`src/sv/nacalu_pkg.sv`:
```
`timescale 1ns / 1ps
package nacalu_pkg;

  localparam int unsigned DataW = 64;
  localparam int unsigned DivStages = DataW;          // one quotient bit per stage
  localparam int unsigned PostStage = DivStages + 1;  // sign fix-up stage
  localparam int unsigned FifoDepth = 4;

  typedef enum logic [3:0] {
    OP_ADD = 4'd0,
    OP_SUB = 4'd1,
    OP_MUL = 4'd2,
    OP_DIV = 4'd3,
    OP_MOD = 4'd4,
    OP_EQ  = 4'd5,
    OP_NE  = 4'd6,
    OP_GT  = 4'd7,
    OP_LT  = 4'd8,
    OP_GE  = 4'd9,
    OP_LE  = 4'd10,
    OP_AND = 4'd11,
    OP_OR  = 4'd12
  } op_e;

  typedef enum logic [2:0] {
    KIND_BOOL = 3'd0,
    KIND_I8   = 3'd1,
    KIND_I16  = 3'd2,
    KIND_I32  = 3'd3,
    KIND_I64  = 3'd4
  } kind_e;

  typedef enum logic [1:0] {
    BC_NONE  = 2'd0,
    BC_RIGHT = 2'd1,
    BC_LEFT  = 2'd2
  } bcast_e;

  typedef enum logic [2:0] {
    REG_OP     = 3'd0,
    REG_LKIND  = 3'd1,
    REG_RKIND  = 3'd2,
    REG_BCAST  = 3'd3,
    REG_SCALAR = 3'd4
  } reg_e;

  // one classified row as it travels from front to back
  typedef struct packed {
    logic               bad;
    op_e                op;
    kind_e              resk;
    logic               pre_null;
    logic               an;
    logic               bn;
    logic               last;
    logic [DataW-1:0]   x;
    logic [DataW-1:0]   y;
    logic [DataW-1:0]   ax;
    logic [DataW-1:0]   ay;
    logic [DataW-1:0]   res;
  } item_t;

  // keep the low bits of a kind and sign-extend; bool reads as 8 bits
  function automatic logic [DataW-1:0] sext_kind(logic [DataW-1:0] v, kind_e k);
    logic [DataW-1:0] r;
    case (k)
      KIND_I16: r = {{48{v[15]}}, v[15:0]};
      KIND_I32: r = {{32{v[31]}}, v[31:0]};
      KIND_I64: r = v;
      default:  r = {{56{v[7]}}, v[7:0]};
    endcase
    return r;
  endfunction

  function automatic logic [DataW-1:0] kind_min(kind_e k);
    logic [DataW-1:0] r;
    case (k)
      KIND_I16: r = {{49{1'b1}}, 15'd0};
      KIND_I32: r = {{33{1'b1}}, 31'd0};
      KIND_I64: r = {1'b1, 63'd0};
      default:  r = {{57{1'b1}}, 7'd0};
    endcase
    return r;
  endfunction

endpackage

```
`src/sv/nacalu_front.sv`:
```
`timescale 1ns / 1ps
module nacalu_front (
  input  logic                  clk_i,
  input  logic                  rst_ni,
  input  logic                  cfg_we_i,
  input  logic [2:0]            cfg_idx_i,
  input  logic [63:0]           cfg_data_i,
  input  logic [63:0]           operand_a_i,
  input  logic [63:0]           operand_b_i,
  input  logic                  last_row_i,
  output nacalu_pkg::item_t     item_o
);
  import nacalu_pkg::*;

  logic [3:0]  op_q;
  logic [2:0]  lk_q, rk_q;
  logic [1:0]  bm_q;
  logic [63:0] scalar_q;

  always_ff @(posedge clk_i or negedge rst_ni) begin
    if (!rst_ni) begin
      op_q     <= OP_ADD;
      lk_q     <= KIND_I8;
      rk_q     <= KIND_I8;
      bm_q     <= BC_NONE;
      scalar_q <= '0;
    end else if (cfg_we_i) begin
      unique case (cfg_idx_i)
        REG_OP:     op_q     <= cfg_data_i[3:0];
        REG_LKIND:  lk_q     <= cfg_data_i[2:0];
        REG_RKIND:  rk_q     <= cfg_data_i[2:0];
        REG_BCAST:  bm_q     <= cfg_data_i[1:0];
        REG_SCALAR: scalar_q <= cfg_data_i;
        default: ;
      endcase
    end
  end

  logic [63:0] a, b, xa, yb;
  logic        bad, is_divmod, is_logic, is_cmp, an, bn;
  kind_e       lk, rk, lk8, rk8;

  always_comb begin
    a  = (bm_q == BC_LEFT)  ? scalar_q : operand_a_i;
    b  = (bm_q == BC_RIGHT) ? scalar_q : operand_b_i;
    lk = kind_e'(lk_q);
    rk = kind_e'(rk_q);
    is_divmod = (op_q == OP_DIV) || (op_q == OP_MOD);
    is_logic  = (op_q == OP_AND) || (op_q == OP_OR);
    is_cmp    = !is_divmod && !is_logic && (op_q > OP_MUL);
    bad = (bm_q > BC_LEFT) || (lk_q > KIND_I64) || (rk_q > KIND_I64) || (op_q > OP_OR)
       || (is_divmod && (lk == KIND_BOOL || rk == KIND_BOOL))
       || (is_logic && (lk != KIND_BOOL || rk != KIND_BOOL));
    xa = sext_kind(a, lk);
    yb = sext_kind(b, rk);
    an = (xa == kind_min(lk));
    bn = (yb == kind_min(rk));
    lk8 = (lk == KIND_BOOL) ? KIND_I8 : lk;
    rk8 = (rk == KIND_BOOL) ? KIND_I8 : rk;

    item_o.bad  = bad;
    item_o.op   = bad ? OP_ADD : op_e'(op_q);
    item_o.resk = (lk8 > rk8) ? lk8 : rk8;
    if (is_cmp) item_o.pre_null = 1'b0;
    else        item_o.pre_null = an || bn || (is_divmod && (yb == '0));
    item_o.an   = an;
    item_o.bn   = bn;
    item_o.last = last_row_i;
    item_o.x    = xa;
    item_o.y    = yb;
    item_o.ax   = xa[63] ? (~xa + 64'd1) : xa;
    item_o.ay   = yb[63] ? (~yb + 64'd1) : yb;
    item_o.res  = '0;
  end

endmodule

```
`config.mk`:
```
export PLATFORM = sky130hd
export DESIGN_NAME = nacalu_front
export DESIGN_NICKNAME = d
export VERILOG_FILES = /design/src/sv/nacalu_pkg.sv /design/src/sv/nacalu_front.sv
export SDC_FILE = /design/constraint.sdc
export NUM_CORES = 1
export LEC_CHECK = 0
export ABC_AREA = 1
export BUFFER_PORTS_ARGS = -buffer_cell sky130_fd_sc_hd__buf_2
export CAP_MARGIN = 20
export CORE_AREA = 2 2 207 209
export CTS_CLUSTER_DIAMETER = 120
export DETAILED_ROUTE_END_ITERATION = 10
export DIE_AREA = 0 0 209 211
export GPL_TIMING_DRIVEN = 1
export MAX_ROUTING_LAYER = met4
export RECOVER_POWER = 25
export SLEW_MARGIN = 0
export SYNTH_ARGS = -nofsm -noshare
export SYNTH_HDL_FRONTEND = slang
export SYNTH_SLANG_ARGS = --single-unit
```
`constraint.sdc`:
```
create_clock -name clk_i -period 3.88 [get_ports clk_i]
set_input_delay 0.388 -clock clk_i [delete_from_list [all_inputs] [get_ports clk_i]]
set_output_delay 0.388 -clock clk_i [all_outputs]
set_load 0.01 [all_outputs]
```
# --- Yosys cells after proc, flatten, opt, wreduce, memory -nomap -nowiden ---
# Index checks and enable logic that the tools add are counted.
totals:
  in_bits: 199
  out_inout_bits: 332
  regBits: 76
  elab_cells: 75
op_classes:
  n_bitwise: 2
  muxes: 13
  add_sub_neg: 2
  order_cmp: 6
  n_reduce_logical: 29
  n_eq_ne: 18
ops:
  columns: ["operator", "n"]
  rows:
  - ["$pmux W64 S3", 2]
  - ["$pmux W63 S3", 2]
  - ["$mux W64", 4]
  - ["$add A64 B1 Y64 const B", 2]
  - ["$eq A64 B64 Y1", 2]
  - ["$not A64 Y64", 2]
  - ["$logic_not A64 Y1", 1]
  - ["$eq A3 B2 Y1 const B", 6]
  - ["$logic_or A1 B1 Y1", 11]
  - ["$reduce_and A2 Y1", 5]
  - ["$eq A3 B3 Y1 const B", 3]
  - ["$logic_not A3 Y1", 3]
  - ["$mux W3", 3]
  - ["$eq A4 B4 Y1 const B", 2]
  - ["$gt A3 B3 Y1 const B", 2]
  - ["$reduce_bool A3 Y1", 2]
  - ["$logic_and A1 B1 Y1", 5]
  - ["$eq A4 B2 Y1 const B", 1]
  - ["$eq A4 B3 Y1 const B", 1]
  - ["$gt A4 B2 Y1 const B", 1]
  - ["$gt A4 B4 Y1 const B", 1]
  - ["$mux W4", 1]
  - ["$eq A3 B1 Y1 const B", 1]
  - ["$gt A3 B3 Y1", 1]
  - ["5 further kinds", 6]

# --- Logic depth before layout (Yosys ltp) ---
depth:
  depth_word: 7
  ltp_mapped: 22
  mapped_depth_nobuf: 20

# --- Worst setup path before layout ---
# No wires, ideal clock.
synth_timing:
  kind: "register to output"
  from: "register bm_q[0]"
  to: "output port item_o[152] (netlist name)"
  t_required_ns: 3.492
  path_slack_ns: 0.918
  arrival_ns: 2.574
  n_path_buf: 4
  stages_incl_launch_ff: 20
  cell_sequence: "dfrtp_1 -> buf_6 -> inv_4 -> nand2_4 -> buf_8 -> buf_6 -> buf_6 -> nand2_1 -> nand2_1 -> inv_1 -> ha_1 -> nand3_1 -> inv_2 -> nand2_2 -> nor2_4 -> nand2_1 -> nor2_4 -> nand2_2 -> o21ai_1 -> xor2_1"
synth_lines:
  columns: ["item", "line", "rtl"]
  rows:
  - ["start, declared", "nacalu_front.sv:17", "logic [1:0] bm_q;"]
  - ["start signal, assigned", "nacalu_front.sv:32", "REG_BCAST: bm_q <= cfg_data_i[1:0];"]
  - ["end, declared", "nacalu_front.sv:11", "output nacalu_pkg::item_t item_o"]

==> summary.md <==
| Metric | Value |
|---|---|
| Die width | `209 um` |
| Final Hold Viols | `0` |
| Pwr dens | `690 nW/um2` |
| Setup violations, final | `0` |
| Mux share of post-synthesis cell area | `0.0196` |
| Dpl hpwl | `60,900 um` |
| Cell Chain, Critical Path | `inv_4 > nand2_4 > o21ai_4 > nor2_4 > nor2_4 > buf_2 > nand2_2 > nor2_2 > nand2_1 > nor2_2 > nand2_2 > nor2_4 > nand3_1 > nand2_1 > nand2_1 > nand2_1 > buf_2` |
| Critical Path Sink Type | `output port` |
| Maximum VDD drop | `0.408 mV` |
| Cts hold-fix bufs | `0` |
| Actual slew at the worst max-slew pin | `3.14 ns` |
| Clk root buf | `clkbuf_16` |
| Vias in the first global route | `16,027` |
| CP required | `3.49 ns` |
| Final Cycle Share | `0.963` |
| Critical Path Start | `bm_q[0]` |
| Overall Global Routing Usage | `0.314` |
| Adder-Cell Fraction of Synth Area | `0.00474` |
| DR iter-0 viols | `1,384` |
| TritonCTS buffer count | `9` |
| Largest net degree at the start of global routing | `67` |
| Initial antenna violation count | `7` |
| Via-to-Cell Ratio | `5.01` |
| WP data arrival | `3.35 ns` |
| Fin. max-slew vios | `104` |
| Clock slew at reported path FFs | `0.07 ns` |
| Placed insts | `3,388` |
| CP most frequent cell | `nand2_1` |
| Final non-filler cell total | `3,429` |
| Number of synthesized flops with an enable pin | `0` |
| Post-layout util | `0.402` |
| Failing checks | `capacitance limit, slew limit` |
| Min-delay worst type | `input pin to register` |
| Final Power | `11.6 mW` |
| Initial Util | `0.316` |
| TritonRoute pass-1 iters | `5` |
| Residual DRC count | `0` |
| Simple-gate area share of the yosys netlist | `0.491` |
| Htree depth | `3` |
| Clock sinks | `76` |
| Core area | `41,800 um2` |
| Worst hold path depth | `2` |
| Critical Path Max Stage Delay | `0.50 ns` |
| Outcome | `finished, violations left` |
| Later-pin clock latency in the skew report | `0.35 ns` |
| WL/cell | `20.6 um` |
| Reg2reg start | `scalar_q[17]` |
| Layout cell share with drive strength beyond 1 | `0.276` |
| Bufs on Longest Clock Path | `2` |
| Chip Height | `211 um` |
| CTS tree | `built` |
| Synthesis-to-layout area growth | `27.2%` |
| Post-Synth XOR/XNOR Area | `0.0551` |
| Die Footprint | `44,100 um2` |
| Largest family of logic cells by synthesized area | `simple AND/OR/NAND/NOR gates` |
| Worst R2R Path Depth | `1` |
| Min-Delay Startpoint | `cfg_data_i[24]` |
| CP Class | `register to output port` |
| Synthesis Warnings | `0` |
| Port Buf Inserts | `464` |
| Synth Instances | `2,416` |
| Clock skew | `0 ns` |
| Gr ovfl total | `0` |
| Leakage | `9.86 nW` |
| Unique cell type count in the Yosys netlist | `49` |
| Fmax | `268 MHz` |
| Post-Syn Area | `13,200 um2` |
| Synth Area in Compound Gates | `0.0948` |
| Final nets | `3,084` |
| Site Rows | `75` |
| Slew HR | `-1.09` |
| Synth Register Bits | `76` |
| Worst hold margin | `0.271 ns` |
| Seq/Total Area, Yosys | `0.144` |
| Most common cell after layout, fill and taps aside | `nand2_1` |
| Mean Syn Cell Area | `5.46 um2` |
| Max_cap viols | `2` |
| Placed Area | `15,900 um2` |
| Vias post-DR | `17,174` |
| Post-Route WL | `70,500 um` |
| Max FO, Critical Path | `8` |
| RSZ-0062 raised after global routing | `true` |
| Worst setup SP type | `register` |
| Highest-delay cell along the critical path | `dfrtp_2` |
| Post-synthesis async set-or-reset flop share | `1.00` |
| Routability-driven placement congestion ratio | `1.06` |
| First-pass GRT wire length | `101,000 um` |
| Most frequent cells in the layout | `nand2_1, buf_2, inv_1` |
| Top_reg_cell synth | `dfrtp_1` |
| DRT antenna net count | `0` |
| Tmin final | `3.74 ns` |
| Post-route cell area | `16,800 um2` |
| # IOs | `531` |
| FILL cells | `4,844` |
synthesized netlist by cell type, drive strengths merged, types with 18 or more instances:
library cell | instances | area [um2]
nand2 | 766 | 2980
nor2 | 374 | 1570
inv | 356 | 1340
nand3 | 236 | 1240
buf | 150 | 1080
o21ai | 139 | 737
dfrtp | 74 | 1850
a21oi | 64 | 320
xor2 | 64 | 561
nand4 | 52 | 353
mux2 | 23 | 259
nor3 | 22 | 125
clkbuf | 20 | 75.1
xnor2 | 19 | 166
o211ai | 18 | 180
per-layer routing:
| metal | up-vias | GRT usage | wire length (um) |
|---|---|---|---|
| met5 | - | - | 0 |
| met4 | 0 | 0.0998 | 2250 |
| met3 | 75 | 0.0217 | 3390 |
| met2 | 684 | 0.531 | 34100 |
| met1 | 8098 | 0.402 | 30800 |
| li1 | 8317 | - | - |
layout make-up:
cell class              instances  area, um2  area share
multi-input cells            1877       9330       0.556
repair buffers                559       3140       0.187
flip-flops and latches         76       1910       0.114
inverters                     357       1360      0.0807
well taps                     539        674      0.0402
clock buffers                  10        229      0.0136
clock inverters                 6        136     0.00812
diodes                          5       12.5    0.000745
flip-flops by register name, summed over array words and instances, names as in the netlist:
| signal | flops |
|---|---|
| bm_q | 2 |
| rk | 3 |
| lk | 3 |
| scalar_q | 64 |
| op_q | 4 |
kinds of logic after synthesis:
group                      count (synthesis)
muxes                                     23
and+or+nand+nor                         1478
DFF                                       76
xor gates and xnor gates                  83
AOI/OAI and AO/OA                        223
adders and majority gates                  5
buffers and inverters                    527
other                                      1
path summary, 6_finish.rpt:
path | to | slack (ns)
worst max-delay path | item_o[178] | 0.14
worst max register to register | scalar_q[17] | 2.95
worst min-delay path | scalar_q[24] | 0.27
min in group asynchronous | lk[2] | 1.05
worst min register to register | rk[0] | 0.51
max in group asynchronous | bm_q[1] | 0.81
worst max-delay path: cells and delay by family (launching register included):
family | cells | cell delay [ns]
AO/OA/AOI/OAI | 1 | 0.26
buffers and inverters | 3 | 0.50
flip-flops | 1 | 0.50
AND/OR/NAND/NOR | 13 | 1.70
power breakdown:
group	internal, mW	switching [mW]
sequential	0.953	0.155
combinational	3.09	6.34
clock	0.695	0.353
total	4.74	6.85
repair_timing:
item                                    in CTS  in global routing
hold endpoints to repair                     0                  0
pin swaps                                    1                 11
resized for setup                           16                 73
endpoints found under the setup margin      27                 73
setup buffers                                0                 18
cloned                                       0                  2
per-stage QoR:
step                      setup slack (ns)  setup TNS (ns)
final                                0.143               0
after global placement             -0.0722         -0.0722
after global routing               -0.0287          -0.168
after floorplan                      0.918               0
after CTS                          -0.0383         -0.0383
after detailed placement           -0.0463         -0.0463
Power figures use the tool's default switching activity.
