<file path="config.mk">
export PLATFORM = sky130hd
export DESIGN_NAME = nacalu_fifo
export DESIGN_NICKNAME = d
export VERILOG_FILES = /design/src/sv/nacalu_pkg.sv /design/src/sv/nacalu_fifo.sv
export SDC_FILE = /design/constraint.sdc
export NUM_CORES = 1
export LEC_CHECK = 0
export BUFFER_PORTS_ARGS = -buffer_cell sky130_fd_sc_hd__buf_2
export CAP_MARGIN = 25
export CORE_ASPECT_RATIO = 0.6
export CORE_UTILIZATION = 51
export DETAILED_ROUTE_END_ITERATION = 10
export GPL_TIMING_DRIVEN = 1
export PLACE_DENSITY = 0.75
export SYNTH_ARGS = -nofsm -noshare
export SYNTH_HDL_FRONTEND = slang
export SYNTH_SLANG_ARGS = --single-unit
</file>
<file path="constraint.sdc">
create_clock -name clk_i -period 9.65 [get_ports clk_i]
set_input_delay 2.4125 -clock clk_i [delete_from_list [all_inputs] [get_ports clk_i]]
set_output_delay 2.4125 -clock clk_i [all_outputs]
set_load 0.005 [all_outputs]
</file>
<file path="src/sv/nacalu_pkg.sv">
`timescale 1ns / 1ps
package nacalu_pkg;

  localparam int unsigned DataW = 64;
  localparam int unsigned DivStages = DataW;          // one quotient bit per stage
  localparam int unsigned PostStage = DivStages + 1;  // sign fix-up stage
  localparam int unsigned FifoDepth = 4;

  typedef enum logic [3:0] {
    OP_ADD = 4'd0,
    OP_SUB = 4'd1,
    OP_MUL = 4'd2,
    OP_DIV = 4'd3,
    OP_MOD = 4'd4,
    OP_EQ  = 4'd5,
    OP_NE  = 4'd6,
    OP_GT  = 4'd7,
    OP_LT  = 4'd8,
    OP_GE  = 4'd9,
    OP_LE  = 4'd10,
    OP_AND = 4'd11,
    OP_OR  = 4'd12
  } op_e;

  typedef enum logic [2:0] {
    KIND_BOOL = 3'd0,
    KIND_I8   = 3'd1,
    KIND_I16  = 3'd2,
    KIND_I32  = 3'd3,
    KIND_I64  = 3'd4
  } kind_e;

  typedef enum logic [1:0] {
    BC_NONE  = 2'd0,
    BC_RIGHT = 2'd1,
    BC_LEFT  = 2'd2
  } bcast_e;

  typedef enum logic [2:0] {
    REG_OP     = 3'd0,
    REG_LKIND  = 3'd1,
    REG_RKIND  = 3'd2,
    REG_BCAST  = 3'd3,
    REG_SCALAR = 3'd4
  } reg_e;

  // one classified row as it travels from front to back
  typedef struct packed {
    logic               bad;
    op_e                op;
    kind_e              resk;
    logic               pre_null;
    logic               an;
    logic               bn;
    logic               last;
    logic [DataW-1:0]   x;
    logic [DataW-1:0]   y;
    logic [DataW-1:0]   ax;
    logic [DataW-1:0]   ay;
    logic [DataW-1:0]   res;
  } item_t;

  // keep the low bits of a kind and sign-extend; bool reads as 8 bits
  function automatic logic [DataW-1:0] sext_kind(logic [DataW-1:0] v, kind_e k);
    logic [DataW-1:0] r;
    case (k)
      KIND_I16: r = {{48{v[15]}}, v[15:0]};
      KIND_I32: r = {{32{v[31]}}, v[31:0]};
      KIND_I64: r = v;
      default:  r = {{56{v[7]}}, v[7:0]};
    endcase
    return r;
  endfunction

  function automatic logic [DataW-1:0] kind_min(kind_e k);
    logic [DataW-1:0] r;
    case (k)
      KIND_I16: r = {{49{1'b1}}, 15'd0};
      KIND_I32: r = {{33{1'b1}}, 31'd0};
      KIND_I64: r = {1'b1, 63'd0};
      default:  r = {{57{1'b1}}, 7'd0};
    endcase
    return r;
  endfunction

endpackage

</file>
<file path="src/sv/nacalu_fifo.sv">
`timescale 1ns / 1ps
module nacalu_fifo (
  input  logic              clk_i,
  input  logic              rst_ni,
  input  logic              push_i,
  input  nacalu_pkg::item_t push_data_i,
  output logic              full_o,
  input  logic              pop_i,
  output logic              valid_o,
  output nacalu_pkg::item_t data_o
);
  import nacalu_pkg::*;

  localparam int unsigned PtrW = $clog2(FifoDepth);

  item_t             mem_q [FifoDepth];
  logic [PtrW-1:0]   wptr_q, rptr_q;
  logic [PtrW:0]     cnt_q;
  logic              do_push, do_pop;

  assign full_o  = (cnt_q == (PtrW+1)'(FifoDepth));
  assign valid_o = (cnt_q != '0);
  assign do_push = push_i && !full_o;
  assign do_pop  = pop_i && valid_o;
  assign data_o  = mem_q[rptr_q];

  always_ff @(posedge clk_i or negedge rst_ni) begin
    if (!rst_ni) begin
      wptr_q <= '0;
      rptr_q <= '0;
      cnt_q  <= '0;
    end else begin
      if (do_push) wptr_q <= wptr_q + 1'b1;
      if (do_pop)  rptr_q <= rptr_q + 1'b1;
      if (do_push && !do_pop)      cnt_q <= cnt_q + 1'b1;
      else if (!do_push && do_pop) cnt_q <= cnt_q - 1'b1;
    end
  end

  always_ff @(posedge clk_i) begin
    if (do_push) mem_q[wptr_q] <= push_data_i;
  end

endmodule

</file>
Yosys cells after proc, flatten, opt, wreduce, memory -nomap -nowiden
Memories as Yosys holds them, arrays and structs flattened.
Cells that the tools add are included.
Word-level totals
  input port bits: 336
  memories kept: 1
  RAM bits: 1328
  flip-flop bits (word level): 7
Memories
  mem_q: depth 4, width 332, rd ports 1, clocked after Yosys merged registers in 0, write ports 1, RTL line nacalu_fifo.sv:16  | item_t mem_q [FifoDepth];
Operators by class
  multiplexer cells: 4
  reductions and logical operators: 9
  equal/unequal tests: 1
  add/subtract/negate cells: 4
Operators with widths (count)
  $mux W3: 2
  $add A2 B1 Y2 const B: 2
  $logic_and A1 B1 Y1: 4
  $add A3 B1 Y3 const B: 1
  $eq A3 B3 Y1 const B: 1
  $logic_not A1 Y1: 3
  $reduce_bool A3 Y1: 1
  $sub A3 B1 Y3 const B: 1
  $mux W1: 2
  $reduce_bool A2 Y1: 1

Depth between registers and ports, before layout
Gate-level depths: netlist of the first run.
  word-level depth: 7
  depth in mapped cells: 9

Least setup slack after synthesis of the first run
No wires, ideal clock.
  path type: input to register
  start: in push_i
  end: mem mem_q[0][0] in the netlist's numbering, enable pin
  stages on the path: 3
  arrival: 10.304 ns
  setup time: 0.737 ns
  path buffers: 1
  slack: -1.390 ns
  path through: nor2b_1 > clkbuf_1 > and2_1
On the way
  cells in the longest elaborated chain, start to end: 3
RTL lines
  start: declaration: RTL line nacalu_fifo.sv:5  | input logic push_i,
  $logic_and A1 B1 Y1: RTL line nacalu_fifo.sv:23  | assign do_push = push_i && !full_o;
  named net do_push: RTL line nacalu_fifo.sv:19  | logic do_push, do_pop;
  $mux W1: RTL line nacalu_fifo.sv:41  | if (do_push) mem_q[wptr_q] <= push_data_i;
  $mux W1 (not written as such): RTL line nacalu_fifo.sv:41
  end: declaration: RTL line nacalu_fifo.sv:16
The timed path passes the listed nets, and every way through them passes these cells.

==> results.txt, run 1 <==
The slowest stage of the critical path is the sky130_fd_sc_hd__dfrtp_4 cell. The number of global-route vias before repair is about 23000. The net count after synthesis is 2111. The minimum clock period after layout is about 5600 ps. The final core utilization is 0.604. For this run, the detailed router's first-pass iteration total came to 5. The CTS tree is done. Traced cell by cell, the critical path runs through buf_12, mux4_2, buf_2. The worst hold slack is roughly 540 ps. The average instance in the mapped netlist occupies ~27 um^2.

The core area is approximately 94000 um^2. The share of the synthesized area in the top cell type is 0.825. Headroom to the max-slew limit came out at 0.215.

The maximum achievable frequency came out at 178 MHz. The final cycle utilization of the critical path is 0.581. Dividing the detail-routed wire length by the instance count gives around 26 um. OpenSTA, run right after detailed placement, puts the worst setup slack at 4160 ps. At the worst endpoint, the required time is a little over 7000 ps. The total number of vias came out at around 22000.

The flow ran to the end, and the final reports show no timing, DRC or antenna violations. The width of the die came out at between 300 and 400 um. Data arrives at the worst endpoint at between 3000 and 4000 ps. The violation count after the first detailed-routing iteration came out at 1769. The longest clock path from root to sink contains 3 buffers. The yosys synthesis warning count came out at 0.

The post-synthesis instance total is approximately 1800. The distinct cell type count after synthesis is 20. The transition at the pin with the smallest max-transition slack came out at between 1000 and 1500 ps.

The sum of routed wire length over all layers came out at roughly 100 mm. The port buffer count is 669. The CTS clock-pin slew for the worst setup and hold paths came out at approximately 60 ps. Entering global routing, the biggest net connects around 130 pins.

The number of max-slew violations in the final report came to 0. The post-CTS resize count came out at 0. Setup violations remaining at the end of the flow were counted as 0. The number of fillers in the final layout came out at 6305. The power per unit of standard cell area is slightly above 300 nW/um^2. The number of placement rows came out at 87.

The residual antenna-violating net count after detailed routing is 0. The post-CTS setup buffer count is 0. The final global-route overflow total came out at 0. The number of antenna violations at the first check in global routing is 29.

The layout overhead on the synthesized area came out at 17.3%. The post-detailed-placement half-perimeter wirelength came out at just over 60 mm. The leakage power is between 0.015 and 0.02 uW. The largest total area in the synthesized netlist belongs to sky130_fd_sc_hd__edfxtp_1. The number of maximum-capacitance constraint violations came out at 0. At the later pin of the worst-skew pair, clock insertion delay measures around 710 ps.

The final setup skew is about 28 ps. The global placer's final weighted congestion came out at between 0.7 and 0.8. After detailed routing, the number of remaining DRC violations is 0. The total number of H-tree levels is 3. After routing, the total negative slack on setup checks comes to 0 ps. The count of endpoints failing hold in the final timing report is 0. The total of hold buffers inserted after clock tree synthesis is 0. The effective utilization at floorplan came out at 0.514. The master cell of the clock root buffer is sky130_fd_sc_hd__clkbuf_16.

Across every metal layer, demand over resource in global routing totals 0.202. Clock tree synthesis inserted a total of between 100 and 150 buffers. The net total in the final layout came out at about 2800. In the post-synthesis netlist, the biggest area contributors are sky130_fd_sc_hd__edfxtp_1 83%, sky130_fd_sc_hd__mux4_2 15%, sky130_fd_sc_hd__buf_6 0.68%. The via-per-instance ratio came out at 5.60. The cell area after synthesis came out at a little under 50000 um^2. The minimum setup slack among reg-to-reg paths is 6060 ps. The critical path is of the flop to primary output type. The number of flip-flops and latches in the synthesized netlist is roughly 1300.

The ratio of cells with drive above 1 in the final layout came out at 0.459. The share of the Yosys chip area taken by registers is 0.829. Setup repair after global routing left no endpoint under its margin.

The y dimension of the die is approximately 240 um. The post-layout worst setup margin is about 4000 ps. The startpoint kind of the worst setup timing path is a flop. The peak ir drop on the vdd network is 0.271 mV. The maximum net fanout on the critical path came out at approximately 120. The number of clock sinks seen by CTS is approximately 1300. The boundary pin count came out at between 600 and 700. The class of the tightest hold or removal check is flop to flop. The largest stage delay on the critical path is approximately 730 ps. The floorplan step defined a die boundary enclosing 96000 um^2. The worst setup path is captured at a primary output.

The wire length of the first global-routing pass is between 100 and 150 mm.
## area by class of cell
type	instances	area, um^2	share of cell area
well taps	1246	1560	0.0275
multi-input cells	356	7700	0.136
inverters	3	11.3	0.000199
repair buffers	696	3760	0.0664
clock inverters	68	636	0.0112
clock buffers	143	2920	0.0515
flip-flops and latches	1335	40100	0.707
diodes	18	45.0	0.000794
## worst max-delay path, delay by kind of cell, from the launching register on
kind | cells | cell delay (ps)
flops | 1 | 730
buf+inv | 2 | 730
mux | 1 | 660
## through the flow
stage	std cells	power, uW	instance area [um^2]
finish	3865	17200	56700
floorplan	1769	11100	48300
CTS	3842	17300	56500
global route	3856	17900	56700
global placement	3631	12800	53000
detailed placement	3631	12900	53000
## cell usage in the layout (no fill, tap or decap), types with 3 or more instances in the layout
cell type | Yosys | final
sky130_fd_sc_hd__dfrtp_1 | 7 | 5
sky130_fd_sc_hd__inv_1 | 3 | 3
sky130_fd_sc_hd__clkinvlp_4 | 0 | 4
sky130_fd_sc_hd__clkbuf_16 | 0 | 112
sky130_fd_sc_hd__diode_2 | 0 | 18
sky130_fd_sc_hd__edfxtp_1 | 1328 | 1328
sky130_fd_sc_hd__inv_6 | 0 | 3
sky130_fd_sc_hd__and2_4 | 0 | 4
sky130_fd_sc_hd__clkinv_16 | 0 | 3
sky130_fd_sc_hd__buf_4 | 9 | 13
sky130_fd_sc_hd__buf_12 | 0 | 9
sky130_fd_sc_hd__clkinv_2 | 0 | 25
sky130_fd_sc_hd__xnor2_1 | 4 | 4
sky130_fd_sc_hd__mux4_2 | 332 | 332
sky130_fd_sc_hd__buf_16 | 0 | 5
sky130_fd_sc_hd__ha_1 | 5 | 5
sky130_fd_sc_hd__buf_2 | 23 | 669
sky130_fd_sc_hd__bufinv_16 | 0 | 8
sky130_fd_sc_hd__clkinv_1 | 0 | 22
sky130_fd_sc_hd__clkbuf_1 | 14 | 31
## synth_stat cells, drive strengths merged
| cell type | instances |
|---|---|
| edfxtp | 1328 |
| mux4 | 332 |
| buf | 61 |
| clkbuf | 14 |
| dfrtp | 7 |
| ha | 5 |
| and2 | 4 |
| xnor2 | 4 |
| inv | 3 |
| mux2 | 2 |
| xor2 | 2 |
| fa | 1 |
| nand2 | 1 |
| nand3 | 1 |
| nor2 | 1 |
| nor2b | 1 |
| nor3b | 1 |
| or3 | 1 |
## layer usage
metal | wire length (um) | vias to the layer above | global-route usage
met3 | 7440 | 163 | 0.0599
met4 | 1950 | 26 | 0.0508
met2 | 51400 | 767 | 0.337
met1 | 38100 | 11500 | 0.263
li1 | - | 9218 | -
met5 | 176 | - | 0
## kinds of logic after synthesis
logic type / synth area share
DFF: 0.829
adders and majority gates: 0.00171
xor gates and xnor gates: 0.00109
buffers and inverters: 0.0119
muxes: 0.155
and+or+nand+nor: 0.00119
## path summary, 6_finish.rpt
kind	depth (start not counted)	end	start
worst max-delay path	3	data_o[143]	rptr_q[0]
worst max register to register	5	mem_q[1][149]	cnt_q[2]
max in group asynchronous	1	rptr_q[0]	rst_ni
min in group asynchronous	1	wptr_q[1]	rst_ni
worst min register to register	1	cnt_q[2]	cnt_q[2]
worst min-delay path	1	cnt_q[2]	cnt_q[2]
## power breakdown
group,total (uW),internal [uW],switching [uW]
logic,4850,2250,2600
registers,7940,7660,284
clock network,4380,2370,2010
total,17200,12300,4900
## state kept, by name, indices dropped and copies added, names as in the netlist
signal / cells
mem_q: 1328
cnt_q: 3
rptr_q: 2
wptr_q: 2
Power figures use the tool's default switching activity.
==> run 2: changes to the inputs <==
--- a/config.mk
+++ b/config.mk
@@ -8,10 +8,10 @@
 export BUFFER_PORTS_ARGS = -buffer_cell sky130_fd_sc_hd__buf_2
 export CAP_MARGIN = 25
 export CORE_ASPECT_RATIO = 0.6
-export CORE_UTILIZATION = 51
+export CORE_UTILIZATION = 57
 export DETAILED_ROUTE_END_ITERATION = 10
 export GPL_TIMING_DRIVEN = 1
-export PLACE_DENSITY = 0.75
+export PLACE_DENSITY = 0.79
 export SYNTH_ARGS = -nofsm -noshare
 export SYNTH_HDL_FRONTEND = slang
 export SYNTH_SLANG_ARGS = --single-unit
==> constraint.sdc (replaced) <==
create_clock -name clk_i -period 5.54 [get_ports clk_i]
set_input_delay 1.385 -clock clk_i [delete_from_list [all_inputs] [get_ports clk_i]]
set_output_delay 1.385 -clock clk_i [all_outputs]
set_load 0.005 [all_outputs]
==> run 2 against run 1 <==
Compared with the run above:
- non-clock buffer count rose by 39
- first-iteration DRC count rose by 25%
- die area fell by 10%
- global-route usage rose by 4.7 points
- hold slack got worse by 48 ps
==> results.txt, run 2 (synthesized netlist as in run 1, its figures left out) <==
The switching power of the nets came out at 8850 uW (+81%). The residual antenna-violating net count after detailed routing is 0 (unchanged). The ratio of cells with drive above 1 in the final layout was 0.470 (+0.0111). The final cycle utilization of the critical path is 0.789. The global placer's final weighted congestion is 0.794 (+1.7%).

The maximum net fanout on the critical path came out at 57 (-51%). The number of placement rows is 82 (-5.7%). The leakage power came out at 0.0193 uW (+1.6%). The worst hold path begins at cnt_q[2].

The maximum clock insertion buffer count is 3 (unchanged). The number of flip-flops in the largest register came out at 1328 (unchanged). The class of the tightest hold or removal check is flop to flop.

The total global-route track usage is 0.250 (+0.0474). The number of max-slew violations in the final report was 0 (unchanged). The power per unit of standard cell area is 536 nW/um^2 (+77%). The number of global-route vias before repair came out at 23400 (+3.8%).

The post-layout worst setup margin is 1170 ps (-2880 ps). The total number of vias is 22600 (+4.6%). The peak ir drop on the vdd network came out at 0.357 mV (+32%). The effective utilization at floorplan is 0.577 (+0.0628). The clock buffer count from CTS came out at 112 (+0.90%).

The transition at the pin with the smallest max-transition slack was 1020 ps (-160 ps). The final global-route overflow total came out at 0 (unchanged). The y dimension of the die came to 228 um (-5.4%). The post-CTS resize count was 0 (unchanged). The floorplan die area came out at 86000 um^2 (-10%). The post-CTS setup buffer count is 0 (unchanged). The detailed-router iteration count before antenna repair came to 6 (+1). The final setup violation count came out at 0 (unchanged). The average routed wire per standard cell is 28.7 um (+12%). The area used by multi-input combinational logic is 7700 um^2 (unchanged).

The number of cells on the worst reg-to-reg path was 5 (unchanged). The relative contribution of combinational cells to total power is 0.286 (+0.004). The startpoint identified for the worst register-to-register timing path is cnt_q[2].

The finished layout cell area came out at 57200 um^2 (+0.82%). The width of the die was 378 um (-5.4%). The number of antenna violations at the first check in global routing is 39 (+34%).

The layout overhead on the synthesized area came out at 18.3%. The fraction of power consumed by sequential logic is 0.456 (-0.007). The violation count after the first detailed-routing iteration is 2207 (+25%). The minimum clock period after layout came out at around 4400 ps.

The worst endpoint required time came out at 4160 ps (-3080 ps). The port buffer count is 669 (unchanged). The wire length of the first global-routing pass is 154 mm (+7.4%).

The placement-stage worst setup slack came out at 1790 ps (-2360 ps). The final setup skew came to 20.1 ps (-7.64 ps). The worst setup path is launched from a flop. The switching portion of total power was 0.289 (+0.00379). The boundary pin count is 670 (unchanged). The relative slew slack came to 0.322 (+0.107). The worst setup path is captured at a primary output. The register area is 40100 um^2 (unchanged). The total of hold buffers inserted after clock tree synthesis is 0 (unchanged).

The minimum setup slack among reg-to-reg paths is 2770 ps (-3290 ps). The tree is rooted in a sky130_fd_sc_hd__clkbuf_16. The remaining design rule violation count is 0 (unchanged). The most common library cell in the layout ignoring fill and taps is sky130_fd_sc_hd__edfxtp_1.

Setup repair after global routing left no endpoint under its margin. The sum of routed wire length over all layers was 109 mm (+9.7%). The placed standard-cell area came out at 53400 um^2 (+0.91%). The via-per-instance ratio came to 5.97 (+6.7%). The post-detailed-placement half-perimeter wirelength was 65.2 mm (+7.5%). The clock network latency to the later pin of the worst-skew pair came to 710 ps (about the same).

The count of endpoints failing hold in the final timing report came to 0 (unchanged). The share of power burned in the clock network is 0.258 (+0.003). The CTS clock-pin slew for the worst setup and hold paths came to 70 ps (about the same). The library cells used most frequently in the layout, excluding fill and tap cells, are 1328 x sky130_fd_sc_hd__edfxtp_1, 669 x sky130_fd_sc_hd__buf_2, 332 x sky130_fd_sc_hd__mux4_2. The number of maximum-capacitance constraint violations is 0 (unchanged). In this run the worst setup path begins at rptr_q[1].

mem_q holds more flip-flops than any other register. For this run, the top clock speed supported by timing is approximately 230 MHz. The cell count of the worst hold path is 1 (unchanged).

The number of clock sinks seen by CTS is 1335 (unchanged). The total number of H-tree levels is 3 (unchanged). The number of fillers in the final layout is 4907 (-22%).

TritonCTS built the clock tree. The critical path class is flop to primary output. The largest net degree at the start of global routing came to 90 (-29%).

In the final layout, the registers with the most flip-flops are mem_q: 1328 flops, cnt_q: 3 flops. The internal power was 21800 uW (+78%). The run finished with clean final reports. The net total in the final layout was 2885 (+1.4%). The arrival time reported for the critical path endpoint is 2990 ps (-200 ps). The core area is 83700 um^2 (-11%).
run 2: cell types whose count changed in the layout (fill, tap and decap cells not counted):
| cell | previous run | this run |
|---|---|---|
| sky130_fd_sc_hd__inv_16 | 0 | 3 |
| sky130_fd_sc_hd__inv_8 | 0 | 1 |
| sky130_fd_sc_hd__clkinv_16 | 3 | 1 |
| sky130_fd_sc_hd__buf_12 | 9 | 33 |
| sky130_fd_sc_hd__clkbuf_1 | 31 | 18 |
| sky130_fd_sc_hd__clkinv_8 | 2 | 0 |
| sky130_fd_sc_hd__diode_2 | 18 | 27 |
| sky130_fd_sc_hd__clkinv_4 | 1 | 3 |
| sky130_fd_sc_hd__buf_16 | 5 | 1 |
| sky130_fd_sc_hd__inv_6 | 3 | 2 |
| sky130_fd_sc_hd__buf_4 | 13 | 32 |
| sky130_fd_sc_hd__bufinv_16 | 8 | 13 |
| sky130_fd_sc_hd__clkinv_1 | 22 | 21 |
| sky130_fd_sc_hd__clkinv_2 | 25 | 22 |
run 2: cell type report:
class                      instances  share of cell area
inverter                           3            0.000197
clock inverter                    70              0.0132
antenna                           27             0.00118
timing repair buffer             735              0.0748
tap                             1134              0.0248
multi-input combinational        356               0.135
sequential                      1335               0.701
clock buffer                     130              0.0502
run 2: final timing paths:
kind                                     end
max in group asynchronous          rptr_q[0]
worst max-delay path             data_o[250]
worst min register to register      cnt_q[2]
worst min-delay path                cnt_q[2]
worst max register to register  mem_q[0][89]
min in group asynchronous           cnt_q[0]
run 2: worst max-delay path: stages (launching register included):
cell and delay [ps]:
sky130_fd_sc_hd__dfrtp_4 1070, sky130_fd_sc_hd__buf_4 520, sky130_fd_sc_hd__mux4_2 400, sky130_fd_sc_hd__buf_2 160
run 2: layer usage:
| layer | vias up | track usage | routed length (um) | part of all wire |
|---|---|---|---|---|
| li1 | 9316 | - | - | - |
| met1 | 12000 | 0.315 | 39200 | 0.36 |
| met2 | 1105 | 0.419 | 56500 | 0.52 |
| met3 | 216 | 0.0745 | 9540 | 0.088 |
| met4 | 36 | 0.0838 | 3160 | 0.029 |
| met5 | - | 0 | 236 | 0.0022 |
run 2: power groups by stage:
| stage | Combinational (uW) | Sequential (uW) | Clock, uW |
|---|---|---|---|
| final | 8750 | 14000 | 7910 |
| after global routing | 9260 | 14100 | 8390 |
| after CTS | 8840 | 14000 | 8030 |
| after detailed placement | 8700 | 14100 | 0 |
| after global placement | 8580 | 14000 | 0 |
| after floorplan | 5230 | 14100 | 0 |
run 2: through the flow:
| stage | total power, uW | hold slack, ps | util | TNS (ps) | cells |
|---|---|---|---|---|---|
| 2_1_floorplan | 19400 | 447 | - | -967400 | 1769 |
| 3_3_place_gp | 22500 | 465 | 0.638 | 0 | 3562 |
| 3_5_place_dp | 22800 | 472 | 0.638 | 0 | 3562 |
| 4_1_cts | 30900 | 459 | 0.682 | 0 | 3762 |
| 5_1_grt | 31800 | 462 | 0.682 | 0 | 3780 |
| 6_report | 30700 | 489 | 0.683 | 0 | 3790 |
